File: config.mk
export PLATFORM = sky130hd
export DESIGN_NAME = heap_sort_engine_unit
export DESIGN_NICKNAME = d
export VERILOG_FILES = /design/src/rtl/hse_pkg.sv /design/src/rtl/hse_datapath.sv /design/src/rtl/hse_ctrl.sv /design/src/rtl/heap_sort_engine_unit.sv
export SDC_FILE = /design/constraint.sdc
export NUM_CORES = 2
export LEC_CHECK = 0
export ABC_AREA = 1
export BUFFER_PORTS_ARGS = -buffer_cell sky130_fd_sc_hd__buf_2
export CAP_MARGIN = 20
export CELL_PAD_IN_SITES_DETAIL_PLACEMENT = 0
export CELL_PAD_IN_SITES_GLOBAL_PLACEMENT = 1
export CORE_MARGIN = 10
export CORE_UTILIZATION = 35
export CTS_BUF_LIST = sky130_fd_sc_hd__clkbuf_2
export CTS_CLUSTER_DIAMETER = 120
export DETAILED_ROUTE_END_ITERATION = 8
export GPL_TIMING_DRIVEN = 0
export HOLD_SLACK_MARGIN = 0.15
export PLACE_DENSITY_LB_ADDON = 0.2
export SLEW_MARGIN = 20
export SYNTH_ARGS = -nofsm -noshare
export SYNTH_HDL_FRONTEND = slang
export SYNTH_HIERARCHICAL = 1
export SYNTH_SLANG_ARGS = --single-unit
File: constraint.sdc
create_clock -name clk -period 7.87 [get_ports clk]
set_input_delay 1.1805 -clock clk [delete_from_list [all_inputs] [get_ports clk]]
set_output_delay 1.1805 -clock clk [all_outputs]
set_load 0.1 [all_outputs]
File: src/rtl/hse_pkg.sv
// Package for the heap sort engine: shared widths, the datapath command code
// and the status group returned to the controller. No dependencies.
package hse_pkg;

  localparam int KEY_W        = 32;
  localparam int CAPACITY_DEF = 32;

  typedef enum logic [3:0] {
    DP_NOP,
    DP_LOAD,
    DP_BUILD_INIT,
    DP_BUILD_NEXT,
    DP_HELD_RD,
    DP_HELD_LD,
    DP_CHILD_RD,
    DP_CMP,
    DP_FIN,
    DP_SORT_INIT,
    DP_SWAP_RD,
    DP_SWAP_WR,
    DP_EMIT_INIT,
    DP_EMIT_RD,
    DP_EMIT_LD,
    DP_CLEAR
  } hse_cmd_t;

  typedef struct packed {
    logic full;
    logic n_zero;
    logic n_le1;
    logic child_gt_size;
    logic stop;
    logic emit_done;
  } hse_sts_t;

endpackage

File: src/rtl/hse_datapath.sv
// Datapath of the heap sort engine: key store, sift-down registers and the
// result register. Depends on hse_pkg; driven by hse_ctrl commands.
module hse_datapath
  import hse_pkg::*;
#(
  parameter int CAPACITY = CAPACITY_DEF
) (
  input  logic                    clk,
  input  logic                    rst_n,
  input  hse_cmd_t                cmd,
  output hse_sts_t                sts,
  input  logic signed [KEY_W-1:0] in_key_value,
  output logic signed [KEY_W-1:0] out_sorted_value,
  output logic                    out_last_sorted
);

  localparam int AW    = (CAPACITY > 1) ? $clog2(CAPACITY) : 1;
  localparam int CNT_W = $clog2(CAPACITY + 1);
  localparam int CW    = CNT_W + 1;

  logic signed [KEY_W-1:0] mem [CAPACITY];

  logic [CNT_W-1:0]        cnt_r;
  logic [CNT_W-1:0]        size_r;
  logic [CNT_W-1:0]        n_r;
  logic [CNT_W-1:0]        node_r;
  logic signed [KEY_W-1:0] held_r;
  logic signed [KEY_W-1:0] rdata_a_r;
  logic signed [KEY_W-1:0] rdata_b_r;
  logic signed [KEY_W-1:0] out_value_r;
  logic                    out_last_r;

  logic [CW-1:0]           child;
  logic [CW-1:0]           size_ext;
  logic [CW-1:0]           left_idx;
  logic [CW-1:0]           right_idx;
  logic [CW-1:0]           big_node;
  logic                    has_right;
  logic                    big_right;
  logic signed [KEY_W-1:0] big;
  logic                    stop;
  logic [CNT_W-1:0]        n_dec;
  logic [CNT_W-1:0]        node_dec;
  logic [AW-1:0]           rd_addr_a;
  logic [AW-1:0]           rd_addr_b;
  logic                    we;
  logic [AW-1:0]           wr_addr;
  logic signed [KEY_W-1:0] wr_data;

  always_comb begin
    child     = {node_r, 1'b0};
    size_ext  = {1'b0, size_r};
    has_right = child < size_ext;
    left_idx  = child - CW'(1);
    right_idx = has_right ? child : left_idx;
    big_right = has_right && (rdata_b_r > rdata_a_r);
    big       = big_right ? rdata_b_r : rdata_a_r;
    big_node  = big_right ? (child + CW'(1)) : child;
    stop      = !(big > held_r);
    n_dec     = n_r - CNT_W'(1);
    node_dec  = node_r - CNT_W'(1);
  end

  always_comb begin
    sts.full          = (cnt_r == CNT_W'(CAPACITY - 1));
    sts.n_zero        = (n_r == '0);
    sts.n_le1         = (n_r <= CNT_W'(1));
    sts.child_gt_size = child > size_ext;
    sts.stop          = stop;
    sts.emit_done     = (n_r == cnt_r);
  end

  always_comb begin
    rd_addr_a = '0;
    rd_addr_b = '0;
    we        = 1'b0;
    wr_addr   = '0;
    wr_data   = held_r;
    unique case (cmd)
      DP_HELD_RD:  rd_addr_a = n_dec[AW-1:0];
      DP_CHILD_RD: begin
        rd_addr_a = left_idx[AW-1:0];
        rd_addr_b = right_idx[AW-1:0];
      end
      DP_SWAP_RD:  rd_addr_b = n_dec[AW-1:0];
      DP_EMIT_RD:  rd_addr_a = n_r[AW-1:0];
      DP_LOAD: begin
        we      = 1'b1;
        wr_addr = cnt_r[AW-1:0];
        wr_data = in_key_value;
      end
      DP_FIN: begin
        we      = 1'b1;
        wr_addr = node_dec[AW-1:0];
      end
      DP_CMP: begin
        we      = 1'b1;
        wr_addr = node_dec[AW-1:0];
        wr_data = stop ? held_r : big;
      end
      DP_SWAP_WR: begin
        we      = 1'b1;
        wr_addr = n_dec[AW-1:0];
        wr_data = rdata_a_r;
      end
      default: begin
      end
    endcase
  end

  always_ff @(posedge clk) begin
    if (we) begin
      mem[wr_addr] <= wr_data;
    end
    rdata_a_r <= mem[rd_addr_a];
    rdata_b_r <= mem[rd_addr_b];
  end

  always_ff @(posedge clk) begin
    if (!rst_n) begin
      cnt_r <= '0;
    end else begin
      unique case (cmd)
        DP_LOAD:  cnt_r <= cnt_r + CNT_W'(1);
        DP_CLEAR: cnt_r <= '0;
        default: begin
        end
      endcase
    end
  end

  always_ff @(posedge clk) begin
    unique case (cmd)
      DP_BUILD_INIT: begin
        size_r <= cnt_r;
        n_r    <= cnt_r >> 1;
      end
      DP_BUILD_NEXT: n_r <= n_dec;
      DP_HELD_RD:    node_r <= n_r;
      DP_HELD_LD:    held_r <= rdata_a_r;
      DP_CMP: begin
        if (!stop) begin
          node_r <= big_node[CNT_W-1:0];
        end
      end
      DP_SORT_INIT:  n_r <= cnt_r;
      DP_SWAP_WR: begin
        held_r <= rdata_b_r;
        node_r <= CNT_W'(1);
        size_r <= n_dec;
        n_r    <= n_dec;
      end
      DP_EMIT_INIT:  n_r <= '0;
      DP_EMIT_LD: begin
        out_value_r <= rdata_a_r;
        out_last_r  <= ((n_r + CNT_W'(1)) == cnt_r);
        n_r         <= n_r + CNT_W'(1);
      end
      default: begin
      end
    endcase
  end

  assign out_sorted_value = out_value_r;
  assign out_last_sorted  = out_last_r;

endmodule

File: src/rtl/hse_ctrl.sv
// Controller of the heap sort engine: loading, heap build, sort-down and
// emission sequence. Depends on hse_pkg; commands hse_datapath.
module hse_ctrl
  import hse_pkg::*;
(
  input  logic     clk,
  input  logic     rst_n,
  input  logic     in_valid,
  input  logic     in_last_key,
  output logic     in_stall,
  output logic     out_valid,
  input  logic     out_stall,
  input  hse_sts_t sts,
  output hse_cmd_t cmd
);

  typedef enum logic [3:0] {
    S_LOAD,
    S_BINIT,
    S_BCHK,
    S_HLD,
    S_SLOOP,
    S_CMP,
    S_BNEXT,
    S_SINIT,
    S_SCHK,
    S_SWP,
    S_EINIT,
    S_ERD,
    S_ELD,
    S_OUT
  } state_t;

  state_t state_r, state_nxt;
  logic   building_r, building_nxt;
  logic   out_valid_r, out_valid_nxt;
  logic   in_acc;

  assign in_stall  = (state_r != S_LOAD);
  assign out_valid = out_valid_r;
  assign in_acc    = in_valid && (state_r == S_LOAD);

  always_comb begin
    state_nxt     = state_r;
    building_nxt  = building_r;
    out_valid_nxt = out_valid_r;
    cmd           = DP_NOP;
    unique case (state_r)
      S_LOAD: begin
        if (in_acc) begin
          cmd = DP_LOAD;
          if (in_last_key || sts.full) begin
            state_nxt = S_BINIT;
          end
        end
      end
      S_BINIT: begin
        cmd          = DP_BUILD_INIT;
        building_nxt = 1'b1;
        state_nxt    = S_BCHK;
      end
      S_BCHK: begin
        if (sts.n_zero) begin
          state_nxt = S_SINIT;
        end else begin
          cmd       = DP_HELD_RD;
          state_nxt = S_HLD;
        end
      end
      S_HLD: begin
        cmd       = DP_HELD_LD;
        state_nxt = S_SLOOP;
      end
      S_SLOOP: begin
        if (sts.child_gt_size) begin
          cmd       = DP_FIN;
          state_nxt = building_r ? S_BNEXT : S_SCHK;
        end else begin
          cmd       = DP_CHILD_RD;
          state_nxt = S_CMP;
        end
      end
      S_CMP: begin
        cmd = DP_CMP;
        if (sts.stop) begin
          state_nxt = building_r ? S_BNEXT : S_SCHK;
        end else begin
          state_nxt = S_SLOOP;
        end
      end
      S_BNEXT: begin
        cmd       = DP_BUILD_NEXT;
        state_nxt = S_BCHK;
      end
      S_SINIT: begin
        cmd          = DP_SORT_INIT;
        building_nxt = 1'b0;
        state_nxt    = S_SCHK;
      end
      S_SCHK: begin
        if (sts.n_le1) begin
          state_nxt = S_EINIT;
        end else begin
          cmd       = DP_SWAP_RD;
          state_nxt = S_SWP;
        end
      end
      S_SWP: begin
        cmd       = DP_SWAP_WR;
        state_nxt = S_SLOOP;
      end
      S_EINIT: begin
        cmd       = DP_EMIT_INIT;
        state_nxt = S_ERD;
      end
      S_ERD: begin
        cmd       = DP_EMIT_RD;
        state_nxt = S_ELD;
      end
      S_ELD: begin
        cmd           = DP_EMIT_LD;
        out_valid_nxt = 1'b1;
        state_nxt     = S_OUT;
      end
      S_OUT: begin
        if (!out_stall) begin
          out_valid_nxt = 1'b0;
          if (sts.emit_done) begin
            cmd       = DP_CLEAR;
            state_nxt = S_LOAD;
          end else begin
            state_nxt = S_ERD;
          end
        end
      end
      default: state_nxt = S_LOAD;
    endcase
  end

  always_ff @(posedge clk) begin
    if (!rst_n) begin
      state_r     <= S_LOAD;
      building_r  <= 1'b0;
      out_valid_r <= 1'b0;
    end else begin
      state_r     <= state_nxt;
      building_r  <= building_nxt;
      out_valid_r <= out_valid_nxt;
    end
  end

endmodule

File: src/rtl/heap_sort_engine_unit.sv
// Heap sort engine, top level: joins hse_ctrl and hse_datapath.
// Depends on hse_pkg.
//
// Keys load one beat per cycle into a CAPACITY-entry store; a beat with
// in_last_key set, or the beat that fills the store, ends the set. The block
// then builds a max-heap and sorts in place, stalling input, and sends the
// keys as beats in ascending order with out_last_sorted on the greatest one.
// Sorting runs each sift-down level by level, plus the swaps, through a store
// with two read ports and one write port; emission reads, loads and presents
// one beat at a time and holds it while the output is stalled.
module heap_sort_engine_unit
  import hse_pkg::*;
#(
  parameter int CAPACITY = CAPACITY_DEF
) (
  input  logic                    clk,
  input  logic                    rst_n,
  input  logic                    in_valid,
  output logic                    in_stall,
  input  logic signed [KEY_W-1:0] in_key_value,
  input  logic                    in_last_key,
  output logic                    out_valid,
  input  logic                    out_stall,
  output logic signed [KEY_W-1:0] out_sorted_value,
  output logic                    out_last_sorted
);

  hse_cmd_t cmd;
  hse_sts_t sts;

  hse_ctrl u_ctrl (
    .clk         (clk),
    .rst_n       (rst_n),
    .in_valid    (in_valid),
    .in_last_key (in_last_key),
    .in_stall    (in_stall),
    .out_valid   (out_valid),
    .out_stall   (out_stall),
    .sts         (sts),
    .cmd         (cmd)
  );

  hse_datapath #(
    .CAPACITY (CAPACITY)
  ) u_datapath (
    .clk              (clk),
    .rst_n            (rst_n),
    .cmd              (cmd),
    .sts              (sts),
    .in_key_value     (in_key_value),
    .out_sorted_value (out_sorted_value),
    .out_last_sorted  (out_last_sorted)
  );

endmodule
==> flow_summary_export.csv <==
group,metric,value,unit
placed_design,io_buffers,71,
timing,holdWs,0.331,ns
placed_design,dp_hpwl,221000,µm
pwr,powerDensity,216,mW/mm²
clock_network,clock_path_buffers,4,
grt,grtUsageMet2,43.7,%
synthesis,avgSynthCellArea,9.05,µm²
floorplanning,num_rows,153,
synthesis,yosys-top-cells-count,"nand2_1, edfxtp_1, inv_1, nand3_1, o21ai_0",
floorplanning,ioPinCount,72,
min_path,hold_path_class,"input port to register",
finish,utilization,40.6,%
floorplanning,dieArea,0.192,mm²
synthesis,synth_top_cell_by_area,"edfxtp_1",
synthesis,ys.flop_type,"edfxtp_1",
synthesis,synth_most_common_cell,"nand2_1",
finish,finalNetCount,7430,
clock_network,clk_root_buffer_cell,"clkbuf_2",
critical_path,crit_type,"register to register",
synthesis,mappedNetlistNets,6890,
timing,fin_crit,6.53,ns
clock_network,cts-htree-levels,5,
clock_network,cts_resized,0,
detailed_routing,drc,0,
finish,syn_to_final_growth,15.1,%
grt,grt_overflow,0,
synthesis,synth_top_family_by_area,"simple AND/OR/NAND/NOR gates",
detailed_routing,first_pass_iters,8,
synthesis,yosysUniqueCellTypes,46,
floorplanning,die_w,439,µm
grt,grt_max_degree,27,
detailed_routing,wire_per_inst,29.8,µm
synthesis,synth_compound_area_share,15.6,%
synthesis,synthAdderAreaFrac,1.51,%
synthesis,ys_async_sr_fraction,0,%
floorplanning,die_h,439,µm
synthesis,ys_top_cells_by_area,"edfxtp_1, nand2_1, nand3_1",
finish,fillers,17591,
floorplanning,core,0.174,mm²
detailed_routing,post_drt_via_cell_ratio,5.65,
synthesis,synth.mux.area_fraction,0,%
timing,hold_viol,0,
clock_network,numClockSinks,1183,
placed_design,postPlaceCellArea,0.0674,mm²
clock_network,clk_pin_slew_worst_paths,0.10,ns
finish,fin_area,0.0706,mm²
synthesis,synthCells,6779,
finish,drive_gt1_share,13.9,%
grt,grt_pass1_wl,404000,µm
critical_path,crit_required,9.31,ns
synthesis,seq_area_frac_synth,56.7,%
grt,grt_pass1_vias,52947,
finish,stdcell_count,9888,
synthesis,synth_xor_area_share,0.228,%
flow_run,drv_cap,0,
detailed_routing,vias,55843,
synthesis,yosysWarnings,6,
critical_path,startpoint_type,"register",
detailed_routing,drt_iter0_drc,7563,
pwr,p_leak,27.2,nW
timing,fmax,153,MHz
timing,maxSlewViolCount,0,
placed_design,dp.cells,9266,
timing,relSlewSlack,13.8,%
synthesis,synth_edf_count,1107,
status,outcome,"completed",
clock_network,numCtsBuffers,345,
timing,rsz0062_at_grt,"no",
synthesis,syn-cell-area,0.0614,mm²
grt,antenna_found_initial,24,
pwr,fin_total_pwr,0.0152,W
grt,grt_util_met1,37.1,%
floorplanning,start_util,35.3,%
timing,tightest_slew,1.29,ns
timing,final.setup_skew,0.225,ns
critical_path,critical_path.max_fanout,18,
timing,finalCritPeriodShare,82.9,%
timing,report.final.setup_viol,0,
clock_network,clk-insertion-delay-late,1.92,ns
clock_network,cts_tree,"yes",
grt,grtUsageTotal,29.5,%
synthesis,synthSimpleGateAreaFrac,17.7,%
critical_path,setup.worst_path.end_class,"register",
critical_path,crit_arrival,7.97,ns
synthesis,synth-seq-cells,1183,
synthesis,synth_top_area_share,54.2,%
grt,top_usage_layer,"met2",
grt,use_met3,8.04,%
detailed_routing,wirelength,295000,µm
placed_design,gp_congestion,1.01,
detailed_routing,antenna_left,0,
pwr,vdd_drop_max,0.000150,V
cell type report:
cell class	count	area [µm²]	area share, %
antenna	18	45.0	0.0638
clock buffer	499	2500	3.54
tap	2325	2910	4.12
inverter	769	2890	4.09
buffer	480	2190	3.11
clock inverter	74	342	0.484
sequential	1183	34800	49.3
multi-input combinational	4347	22100	31.4
timing repair buffer	193	2800	3.97
worst paths after layout:
check                       start                endpoint  cells past startpoint  slack (ns)
max reg2reg  u_datapath/node_r[2]  u_datapath/mem[14][12]                     17        1.34
min               in_key_value[7]   u_datapath/mem[20][7]                      3        0.33
max          u_datapath/node_r[2]  u_datapath/mem[14][12]                     17        1.34
min reg2reg      u_ctrl/out_valid        u_ctrl/out_valid                      2        0.48
flip-flops by register name, indices dropped and copies added (netlist names), 32 cells and up:
register / cells
u_datapath/held_r: 32
u_datapath/mem: 1024
u_datapath/out_sorted_value: 32
u_datapath/rdata_a_r: 32
u_datapath/rdata_b_r: 32
layer usage:
metal | share of wire (%) | vias up | routed length [µm]
met5 | 0.030 | - | 89
met4 | 8.1 | 2 | 23800
met3 | 11 | 782 | 32700
met2 | 42 | 3368 | 125000
met1 | 38 | 26894 | 113000
li1 | - | 24797 | -
stage by stage:
stage | setup slack, ns | setup TNS, ns
after floorplan | 3.13 | 0
after global placement | -2.10 | -1516.72
after detailed placement | 1.14 | 0
after CTS | 1.07 | 0
after global routing | 1.14 | 0
final | 1.34 | 0
repair_timing:
item,in CTS,in global routing
hold buffers,29,0
hold endpoints to repair,363,0
setup buffers,0,0
layout by cell type (no fill, tap or decap), types with 39 or more instances in the layout:
cell type	netlist	final
buf_16	0	51
a21oi_1	489	457
nand4_1	41	41
o21ai_1	145	145
nand2_1	1626	1626
buf_2	231	302
nor2_4	6	39
nand3_1	725	725
clkinv_1	1	58
ha_1	74	74
clkbuf_1	189	189
nor2_1	151	118
inv_1	750	750
o21ai_0	571	570
dfxtp_1	76	76
o211ai_1	400	400
clkbuf_2	0	499
edfxtp_1	1107	1107
worst max-delay path, cell delays in order (launching register included):
cell       delay, ns
edfxtp_1        0.51
ha_1            0.33
nand2_1         0.06
nor3_2          0.16
o21ai_2         0.13
a22oi_1         0.42
nor2_1          0.16
nor2_1          0.17
o2111ai_1       0.37
nand2_1         0.30
nor2_1          0.11
inv_1           0.08
clkbuf_1        0.60
nor2_1          0.14
nor3_2          0.73
nand2_1         0.75
nor2_4          0.83
buf_12          0.27
cell families (layout without fill, tap and decap cells):
logic type,Yosys count,in the layout
xor+xnor,16,16
other cells,0,18
simple gates,2583,2583
fa+ha+maj,74,74
compound gates,1674,1674
buf+inv,1249,2015
flops,1183,1183
where the power goes:
part / leakage [nW] / switching [W] / total, W / internal, W
registers: 10.6 / 0.000170 / 0.00751 / 0.00734
clock network: 2.25 / 0.00282 / 0.00456 / 0.00174
logic: 14.3 / 0.00234 / 0.00318 / 0.000843
total: 27.2 / 0.00533 / 0.0152 / 0.00992
No activity file was read; power rests on OpenSTA's default activity.
